`config.mk`:
```
export PLATFORM = sky130hd
export DESIGN_NAME = fixed_point_biquad_iir
export DESIGN_NICKNAME = d
export VERILOG_FILES = /design/src/hdl/bqi_pkg.sv /design/src/hdl/bqi_cfg.sv /design/src/hdl/bqi_datapath.sv /design/src/hdl/fixed_point_biquad_iir.sv
export SDC_FILE = /design/constraint.sdc
export NUM_CORES = 2
export LEC_CHECK = 0
export ABC_CLOCK_PERIOD_IN_PS = 10300
export BUFFER_PORTS_ARGS = -buffer_cell sky130_fd_sc_hd__buf_2
export CAP_MARGIN = 20
export CORE_AREA = 2 2 378 380
export DETAILED_ROUTE_END_ITERATION = 12
export DIE_AREA = 0 0 380 382
export PLACE_DENSITY = 0.62
export SLEW_MARGIN = 5
export SYNTH_ARGS = -nofsm -noshare
export SYNTH_HDL_FRONTEND = slang
export SYNTH_SLANG_ARGS = --single-unit
```
`constraint.sdc`:
```
create_clock -name clk -period 10.3 [get_ports clk]
set_input_delay 2.06 -clock clk [delete_from_list [all_inputs] [get_ports clk]]
set_output_delay 2.06 -clock clk [all_outputs]
set_load 0.02 [all_outputs]
```
`src/hdl/bqi_pkg.sv`:
```
`timescale 1ns / 1ps
`default_nettype none

package bqi_pkg;

	localparam int SampleW = 16;
	localparam int CfgIdxW = 3;

	typedef logic signed [SampleW-1:0] sample_t;

	typedef struct packed {
		sample_t b0;
		sample_t b1;
		sample_t b2;
		sample_t a1;
		sample_t a2;
		sample_t init_in;
		sample_t init_out;
	} coef_t;

	typedef struct packed {
		sample_t x1;
		sample_t x2;
		sample_t y1;
		sample_t y2;
	} hist_t;

	typedef enum logic [CfgIdxW-1:0] {
		CFG_B0       = 3'd0,
		CFG_B1       = 3'd1,
		CFG_B2       = 3'd2,
		CFG_A1       = 3'd3,
		CFG_A2       = 3'd4,
		CFG_INIT_IN  = 3'd5,
		CFG_INIT_OUT = 3'd6
	} cfg_idx_t;

	localparam sample_t RstB0      = 16'sh76B0;
	localparam sample_t RstB1      = 16'sh76B0;
	localparam sample_t RstB2      = 16'sh76B0;
	localparam sample_t RstA1      = 16'sh74A7;
	localparam sample_t RstA2      = 16'sh94D7;
	localparam sample_t RstInitIn  = 16'sh8001;
	localparam sample_t RstInitOut = 16'shC000;

	localparam int unsigned ShiftB0 = 24;
	localparam int unsigned ShiftB1 = 23;
	localparam int unsigned ShiftB2 = 24;
	localparam int unsigned ShiftA1 = 14;
	localparam int unsigned ShiftA2 = 15;

	// rounded product, arithmetic shift, low 16 bits
	function automatic sample_t bq_term(sample_t c, sample_t v, int unsigned k);
		logic signed [31:0] p;
		logic signed [31:0] s;
		p = 32'(c) * 32'(v);
		p = p + (32'sd1 <<< (k - 1));
		s = p >>> k;
		return s[SampleW-1:0];
	endfunction

endpackage

`default_nettype wire

```
`src/hdl/bqi_cfg.sv`:
```
`timescale 1ns / 1ps
`default_nettype none

module bqi_cfg import bqi_pkg::*; (
	input  wire logic               clk,
	input  wire logic               arst_n,
	input  wire logic               wr_en,
	input  wire logic [CfgIdxW-1:0] wr_index,
	input  wire sample_t            wr_data,
	output coef_t                   coef
);

	coef_t coef_q;

	always_ff @(posedge clk or negedge arst_n) begin
		if (!arst_n) begin
			coef_q.b0       <= RstB0;
			coef_q.b1       <= RstB1;
			coef_q.b2       <= RstB2;
			coef_q.a1       <= RstA1;
			coef_q.a2       <= RstA2;
			coef_q.init_in  <= RstInitIn;
			coef_q.init_out <= RstInitOut;
		end else if (wr_en) begin
			unique case (cfg_idx_t'(wr_index))
				CFG_B0:       coef_q.b0       <= wr_data;
				CFG_B1:       coef_q.b1       <= wr_data;
				CFG_B2:       coef_q.b2       <= wr_data;
				CFG_A1:       coef_q.a1       <= wr_data;
				CFG_A2:       coef_q.a2       <= wr_data;
				CFG_INIT_IN:  coef_q.init_in  <= wr_data;
				CFG_INIT_OUT: coef_q.init_out <= wr_data;
				default:      ;
			endcase
		end
	end

	assign coef = coef_q;

endmodule

`default_nettype wire

```
`src/hdl/bqi_datapath.sv`:
```
`timescale 1ns / 1ps
`default_nettype none

module bqi_datapath import bqi_pkg::*; (
	input  wire coef_t       coef,
	input  wire hist_t       hist,
	input  wire sample_t     x,
	input  wire logic        restart,
	output sample_t          y,
	output hist_t            hist_next
);

	hist_t   h;
	sample_t t_b0, t_b1, t_b2, t_a1, t_a2;

	// restart reloads history before this sample
	always_comb begin
		h = hist;
		if (restart) begin
			h.x1 = coef.init_in;
			h.x2 = coef.init_in;
			h.y1 = coef.init_out;
			h.y2 = coef.init_out;
		end
	end

	assign t_b0 = bq_term(coef.b0, x,    ShiftB0);
	assign t_b1 = bq_term(coef.b1, h.x1, ShiftB1);
	assign t_b2 = bq_term(coef.b2, h.x2, ShiftB2);
	assign t_a1 = bq_term(coef.a1, h.y1, ShiftA1);
	assign t_a2 = bq_term(coef.a2, h.y2, ShiftA2);

	// wraps to 16 bits
	assign y = t_b0 + t_b1 + t_b2 + t_a1 + t_a2;

	always_comb begin
		hist_next.x1 = x;
		hist_next.x2 = h.x1;
		hist_next.y1 = y;
		hist_next.y2 = h.y1;
	end

endmodule

`default_nettype wire

```
`src/hdl/fixed_point_biquad_iir.sv`:
```
// channel | direction | handshake            | payload
// in      | input     | in_valid / in_stall   | sample_in, restart
// out     | output    | out_valid / out_stall | sample_out
// cfg     | input     | cfg_valid / cfg_ready | cfg_index, cfg_data
//
// one item per cycle sustained while out_stall stays low; sample_out follows acceptance through
// the input register, one pass of five multiplies and a sum, and the output register
// history and coefficients reset to their default values; cfg_ready is always high
// out_stall holds the output register; in_stall rises only when the input register is also full
`timescale 1ns / 1ps
`default_nettype none

module fixed_point_biquad_iir import bqi_pkg::*; (
	input  wire logic               clk,
	input  wire logic               arst_n,
	input  wire logic               in_valid,
	output logic                    in_stall,
	input  wire sample_t            sample_in,
	input  wire logic               restart,
	output logic                    out_valid,
	input  wire logic               out_stall,
	output sample_t                 sample_out,
	input  wire logic               cfg_valid,
	output logic                    cfg_ready,
	input  wire logic [CfgIdxW-1:0] cfg_index,
	input  wire sample_t            cfg_data
);

	coef_t   coef;
	hist_t   hist_q;
	hist_t   hist_next;
	sample_t y;

	logic    valid_s1;
	sample_t sample_s1;
	logic    restart_s1;
	logic    out_valid_q;
	sample_t sample_out_q;

	logic    advance;
	logic    fire;
	logic    take_in;

	assign cfg_ready = 1'b1;

	bqi_cfg u_cfg (
		.clk      (clk),
		.arst_n   (arst_n),
		.wr_en    (cfg_valid & cfg_ready),
		.wr_index (cfg_index),
		.wr_data  (cfg_data),
		.coef     (coef)
	);

	bqi_datapath u_dp (
		.coef      (coef),
		.hist      (hist_q),
		.x         (sample_s1),
		.restart   (restart_s1),
		.y         (y),
		.hist_next (hist_next)
	);

	assign advance  = !out_valid_q || !out_stall;
	assign fire     = valid_s1 && advance;
	assign in_stall = valid_s1 && !advance;
	assign take_in  = in_valid && !in_stall;

	always_ff @(posedge clk or negedge arst_n) begin
		if (!arst_n) begin
			valid_s1 <= 1'b0;
		end else if (take_in) begin
			valid_s1 <= 1'b1;
		end else if (fire) begin
			valid_s1 <= 1'b0;
		end
	end

	always_ff @(posedge clk) begin
		if (take_in) begin
			sample_s1  <= sample_in;
			restart_s1 <= restart;
		end
	end

	always_ff @(posedge clk or negedge arst_n) begin
		if (!arst_n) begin
			out_valid_q <= 1'b0;
		end else if (advance) begin
			out_valid_q <= valid_s1;
		end
	end

	always_ff @(posedge clk) begin
		if (fire) begin
			sample_out_q <= y;
		end
	end

	always_ff @(posedge clk or negedge arst_n) begin
		if (!arst_n) begin
			hist_q.x1 <= RstInitIn;
			hist_q.x2 <= RstInitIn;
			hist_q.y1 <= RstInitOut;
			hist_q.y2 <= RstInitOut;
		end else if (fire) begin
			hist_q <= hist_next;
		end
	end

	assign out_valid  = out_valid_q;
	assign sample_out = sample_out_q;

	a_stall_needs_item: assert property (@(posedge clk) disable iff (!arst_n)
		in_stall |-> valid_s1 && out_valid_q)
		else $error("input stalled without a held item");

	a_fire_fills_out: assert property (@(posedge clk) disable iff (!arst_n)
		fire |=> out_valid_q)
		else $error("result lost after a pass");

	a_feedback_matches: assert property (@(posedge clk) disable iff (!arst_n)
		fire |=> hist_q.y1 == sample_out_q)
		else $error("fed back output differs from result");

	a_restart_reload: assert property (@(posedge clk) disable iff (!arst_n)
		fire && restart_s1 |=> hist_q.x2 == $past(coef.init_in)
			&& hist_q.y2 == $past(coef.init_out))
		else $error("restart did not reload history");

endmodule

`default_nettype wire

```
# Word-level counts from Yosys, hierarchy flattened
# Index checks and enable logic that the tools add are counted.
# classes
n_addsub	9
mul	5
div	0
order_cmp	0
eq_ne	6
shifts	0
mux	3
n_bitwise	0
reduce_logical	17
# op_table
cell	n
multiplier 16 x 16 -> 32 bit	3
adder 32 x 25 -> 32 bit, second input constant	2
2-to-1 mux 64 bit	1
adder 32 x 24 -> 32 bit, second input constant	1
adder 31 x 16 -> 31 bit, second input constant	1
multiplier 16 x 16 -> 31 bit	1
adder 30 x 15 -> 30 bit, second input constant	1
multiplier 16 x 16 -> 30 bit	1
adder 11 x 16 -> 16 bit	1
adder 16 bit	1
AND reduction 2 bit	7
adder 10 x 8 -> 11 bit	1
adder 8 x 9 -> 10 bit	1
== test 3 bit, second input constant	3
== test 3 x 2 -> 1 bit, second input constant	2
zero test 1 bit	4
== test 3 x 1 -> 1 bit, second input constant	1
logical AND 1 bit	3
zero test 3 bit	1
2-to-1 mux 1 bit	2
nonzero test 2 bit	1
logical OR 1 bit	1
# totals
regBits	211
latchBits	0
ram_bits	0
mem_bits_ro	0
memories	0

# Depth between registers and ports, before layout
# depth
ltp_word	7
ltp_mapped	49
mapped_depth_nobuf	44

# Hierarchy
# Synthesis repeated with hierarchy kept, for this count alone.
# unflattened
hier_cells	5780
hier_area_um2	56975.9
# by_module_without_submodules
mod	instances	cells_per_inst	area_each_um2	seq_area_each_um2
bqi_datapath	1	5357	48875.6	0.0
bqi_cfg	1	245	4361.7	2860.2
fixed_point_biquad_iir	1	178	3738.6	2652.5

# Least setup slack after synthesis
# OpenSTA, ideal clock, no wires.
# synth_path
kind	register to register
startpoint	register restart_s1
endpoint	register sample_out_q[15], in the netlist sample_out[15], data pin
setup_time_ps	252
t_arrival_ps	10869
required_ps	10048
slack_ps	-821
path_stages_with_launch	45
n_path_buf	6
period_less_slack_ps	11121
cell_sequence	edfxtp_1 -> buf_6 -> buf_2 -> clkbuf_1 -> buf_1 -> clkbuf_1 -> nand2_1 -> o21ai_1 -> clkbuf_1 -> nand2_1 -> fa_1 -> inv_1 -> fa_1 -> ha_1 -> fa_1 -> fa_1 -> inv_1 -> fa_1 -> [... 9 more ...] -> nor2_1 -> xnor2_1 -> ha_1 -> xnor2_1 -> fa_1 -> inv_1 -> fa_1 -> inv_1 -> ha_1 -> and2_1 -> o21ai_0 -> o31ai_1 -> o41ai_1 -> xnor2_1 -> xnor2_1 -> xnor3_1 -> xnor3_1 -> inv_1
# synth_lines
element	line_no	text
from (decl)	fixed_point_biquad_iir.sv:36	logic restart_s1;
from (signal assigned)	fixed_point_biquad_iir.sv:82	restart_s1 <= restart;
to (signal assigned)	fixed_point_biquad_iir.sv:96	sample_out_q <= y;
to (decl)	fixed_point_biquad_iir.sv:38	sample_t sample_out_q;

==> qor.txt <==
Period utilisation layout: 103%
Total Wirelength: 146,000 um
Core Area: 141,000 um^2
Post-synth top area cell: fa_1
Final net count: 7,990
Worst r2r dst: sample_out[12]
HPWL Detailed: 121,000 um
Post-synthesis sequential area ratio: 9.83%
Gr ovfl total: 0
Global Route Usage Sum: 20.9%
Mapped Nets: 7,623
Post-synthesis adder-cell area fraction: 57.0%
Worst Setup Path Type: reg2reg
Final setup fails: 8
FF-to-FF path depth: 45
Root buf cell: clkbuf_16
Synth Warn #: 0
Max stage delay on crit path: 0.56 ns
Vias in the first global route: 44,500
Startpoint class of the critical path: flip-flop
Multiplexer area fraction after synthesis: 2.70%
P&R area growth vs syn: 14.4%
Final hold violation count: 0
CTS max path bufs: 3
Register bit total from synthesis: 211
Placed Cells: 7,998
Critical Path RT: 10.65 ns
Worst-Margin Slew: 1.16 ns
Via-to-Cell Ratio: 4.88
Unique masters post-synth: 63
Min-delay src: hist_q[48]
Compound-Gate Fraction of Synth Area: 3.11%
Hold Path Stages: 2
Total CTS buffers: 28
Min Hold Slack: 0.464 ns
First-pass GRT wire length: 241,000 um
Post-synthesis cell count: 5,831
Worst r2r src: restart_s1
XOR/XNOR share of the synthesized area: 2.02%
Hold Path Class: reg2reg
Htree depth: 1
Slew Viols, Final: 0
Starting Density: 39.8%
Failing checks: negative setup slack
Cell mode on critical path: fa_1
Ranking of synthesized cells by area: fa_1, inv_1, ha_1
Routed wire per std cell: 17.9 um
Initial DRT Pass Iterations: 5
I/O pin cnt: 60
Routability cong.: 0.913
Die X: 380 um
Worst setup EP type: flip-flop
Util after Layout: 45.5%
Initial antenna violation count: 16
Post-route DRC: 0
Minimum clock period: 10.57 ns
Synth Cell Area: 56,100 um^2
FMAX: 94.6 MHz
Yosys top cell area share: 47.7%
Asr flop ratio synth: 84.4%
Syn avg cell area: 9.62 um^2
Simple-gate share of the synthesized area: 13.6%
Final Non-Filler Cells: 8,114
Clk_lat worst skew: 0.61 ns
Setup Skew: 0.0272 ns
Data arrival time of the critical path: 10.92 ns
Most used DFF post-synth: dfrtp_1
Die Ht: 382 um
R2r setup slk: -0.27 ns
Hold EP: hist_q[48]
Full die area: 145,000 um^2
Largest net degree at the start of global routing: 74
Outcome: finished with violations
# port buffers: 58
Clock slew at reported path FFs: 0.06 ns
CP max-delay cell: fa_1
Row count: 138
Rel. slew slack: 22.8%
DRT iter0 DRCs: 2,316
Clock Sinks: 211
Main combinational cell family by area after synthesis: adder cells
Via count: 39,600
ANT nets after route: 0
TritonCTS clock tree: yes
Share of layout cells above drive strength 1: 15.3%
Max-capacitance violation count: 0
Setup ws final: -0.270 ns
Critical-path maximum fanout: 6
RSZ-0062 raised after global routing: true
Setup TNS: -1.38 ns
Post-synth EDFFs: 33
cell usage in the layout (no fill, tap or decap), drive strengths merged, types with 11 or more instances in the layout:
master	synthesis	routed
o21ai	138	138
mux2i	17	17
or2	39	39
fa	1336	1336
buf	7	539
a211oi	17	17
a21oi	38	38
mux2	119	119
clkbuf	196	41
ha	415	415
nor3	25	25
inv	1559	1560
dfstp	54	54
dfrtp	124	124
nand4	11	11
o21a	19	19
xor2	22	22
xnor2	102	102
nand2	761	761
nand3	18	18
edfxtp	33	33
nand2b	42	42
nor2	92	92
a21o	22	22
nor2b	141	141
and2	416	416
worst max-delay path by stage:
stage / startpoint / to / slack, ns / depth (start not counted)
2_1_floorplan: restart_s1 / sample_out[15] / 0.13 / 44
3_3_place_gp: restart_s1 / sample_out[15] / -0.91 / 43
3_5_place_dp: restart_s1 / sample_out[15] / -0.92 / 42
4_1_cts: restart_s1 / sample_out[15] / -0.23 / 44
5_1_grt: restart_s1 / sample_out[15] / -0.68 / 41
6_report: restart_s1 / sample_out[12] / -0.27 / 45
critical path, delay by kind of cell (launching register included):
kind	cells	cell delay (ns)
and+or+nand+nor	7	1.19
DFF	1	0.45
adders and majority gates	11	5.03
buffers and inverters	15	1.43
AOI/OAI and AO/OA	10	1.67
muxes	1	0.34
xor gates and xnor gates	1	0.19
per-stage QoR:
step                      instance area, um^2  setup WS [ns]
after global routing                    64100         -0.682
after floorplan                         56300          0.133
after detailed placement                61700         -0.917
final                                   64100         -0.270
after CTS                               63500         -0.225
after global placement                  61700         -0.910
logic make-up (layout without fill, tap and decap cells):
| family | count (synthesis) | count (layout) |
|---|---|---|
| buffers and inverters | 1762 | 2151 |
| adder cells (fa/ha/maj) | 1751 | 1751 |
| AND/OR/NAND/NOR | 1562 | 1562 |
| AO/OA/AOI/OAI | 282 | 282 |
| flip-flops | 211 | 211 |
| multiplexers | 136 | 136 |
| XOR/XNOR | 126 | 126 |
| other | 1 | 5 |
timing repair:
action / 4_1_cts / 5_1_grt
hold buffers: 0 / 0
gates cloned: 3 / 1
pin swaps: 61 / 60
buffers inserted: 39 / 23
gates resized for setup: 111 / 112
endpoints found under the setup margin: 19 / 18
cell usage after synthesis (25+ instances only):
cell and instances:
dfstp_2 54, nor2_1 92, clkbuf_1 196, mux2_2 118, or2_2 39, ha_1 415
inv_1 1558, nand2b_1 42, xnor2_1 102, nor2b_1 141, o21ai_1 27, a21oi_1 37
nor3_1 25, fa_1 1336, and2_1 416, nand2_1 761, edfxtp_1 33, o21ai_0 111
dfrtp_1 124
layer usage:
metal	vias up	part of all wire [%]	GRT usage, %
met5	-	0.0076	0
met4	2	2.7	4.73
met3	212	6.1	3.07
met2	1033	50	36.3
met1	20700	42	27.7
li1	17600	-	-
sequential cells by signal (all words and copies together), names as in the netlist:
name,count
restart_s1,1
out_valid,1
sample_out,16
valid_s1,1
sample_s1,16
hist_q,64
u_cfg.coef,112
layout make-up:
| class | instances | area, um^2 |
|---|---|---|
| Clock inverter | 11 | 144 |
| Inverter | 1559 | 5850 |
| Timing Repair Buffer | 540 | 4510 |
| Sequential cell | 211 | 5510 |
| Fill cell | 13400 | 76800 |
| Antenna cell | 4 | 10.0 |
| Multi-Input combinational cell | 3858 | 44900 |
| Tap cell | 1890 | 2360 |
| Clock buffer | 41 | 812 |
Power is not shown: default switching activity piles up to over one toggle a cycle in this logic, so the estimate is an artifact.
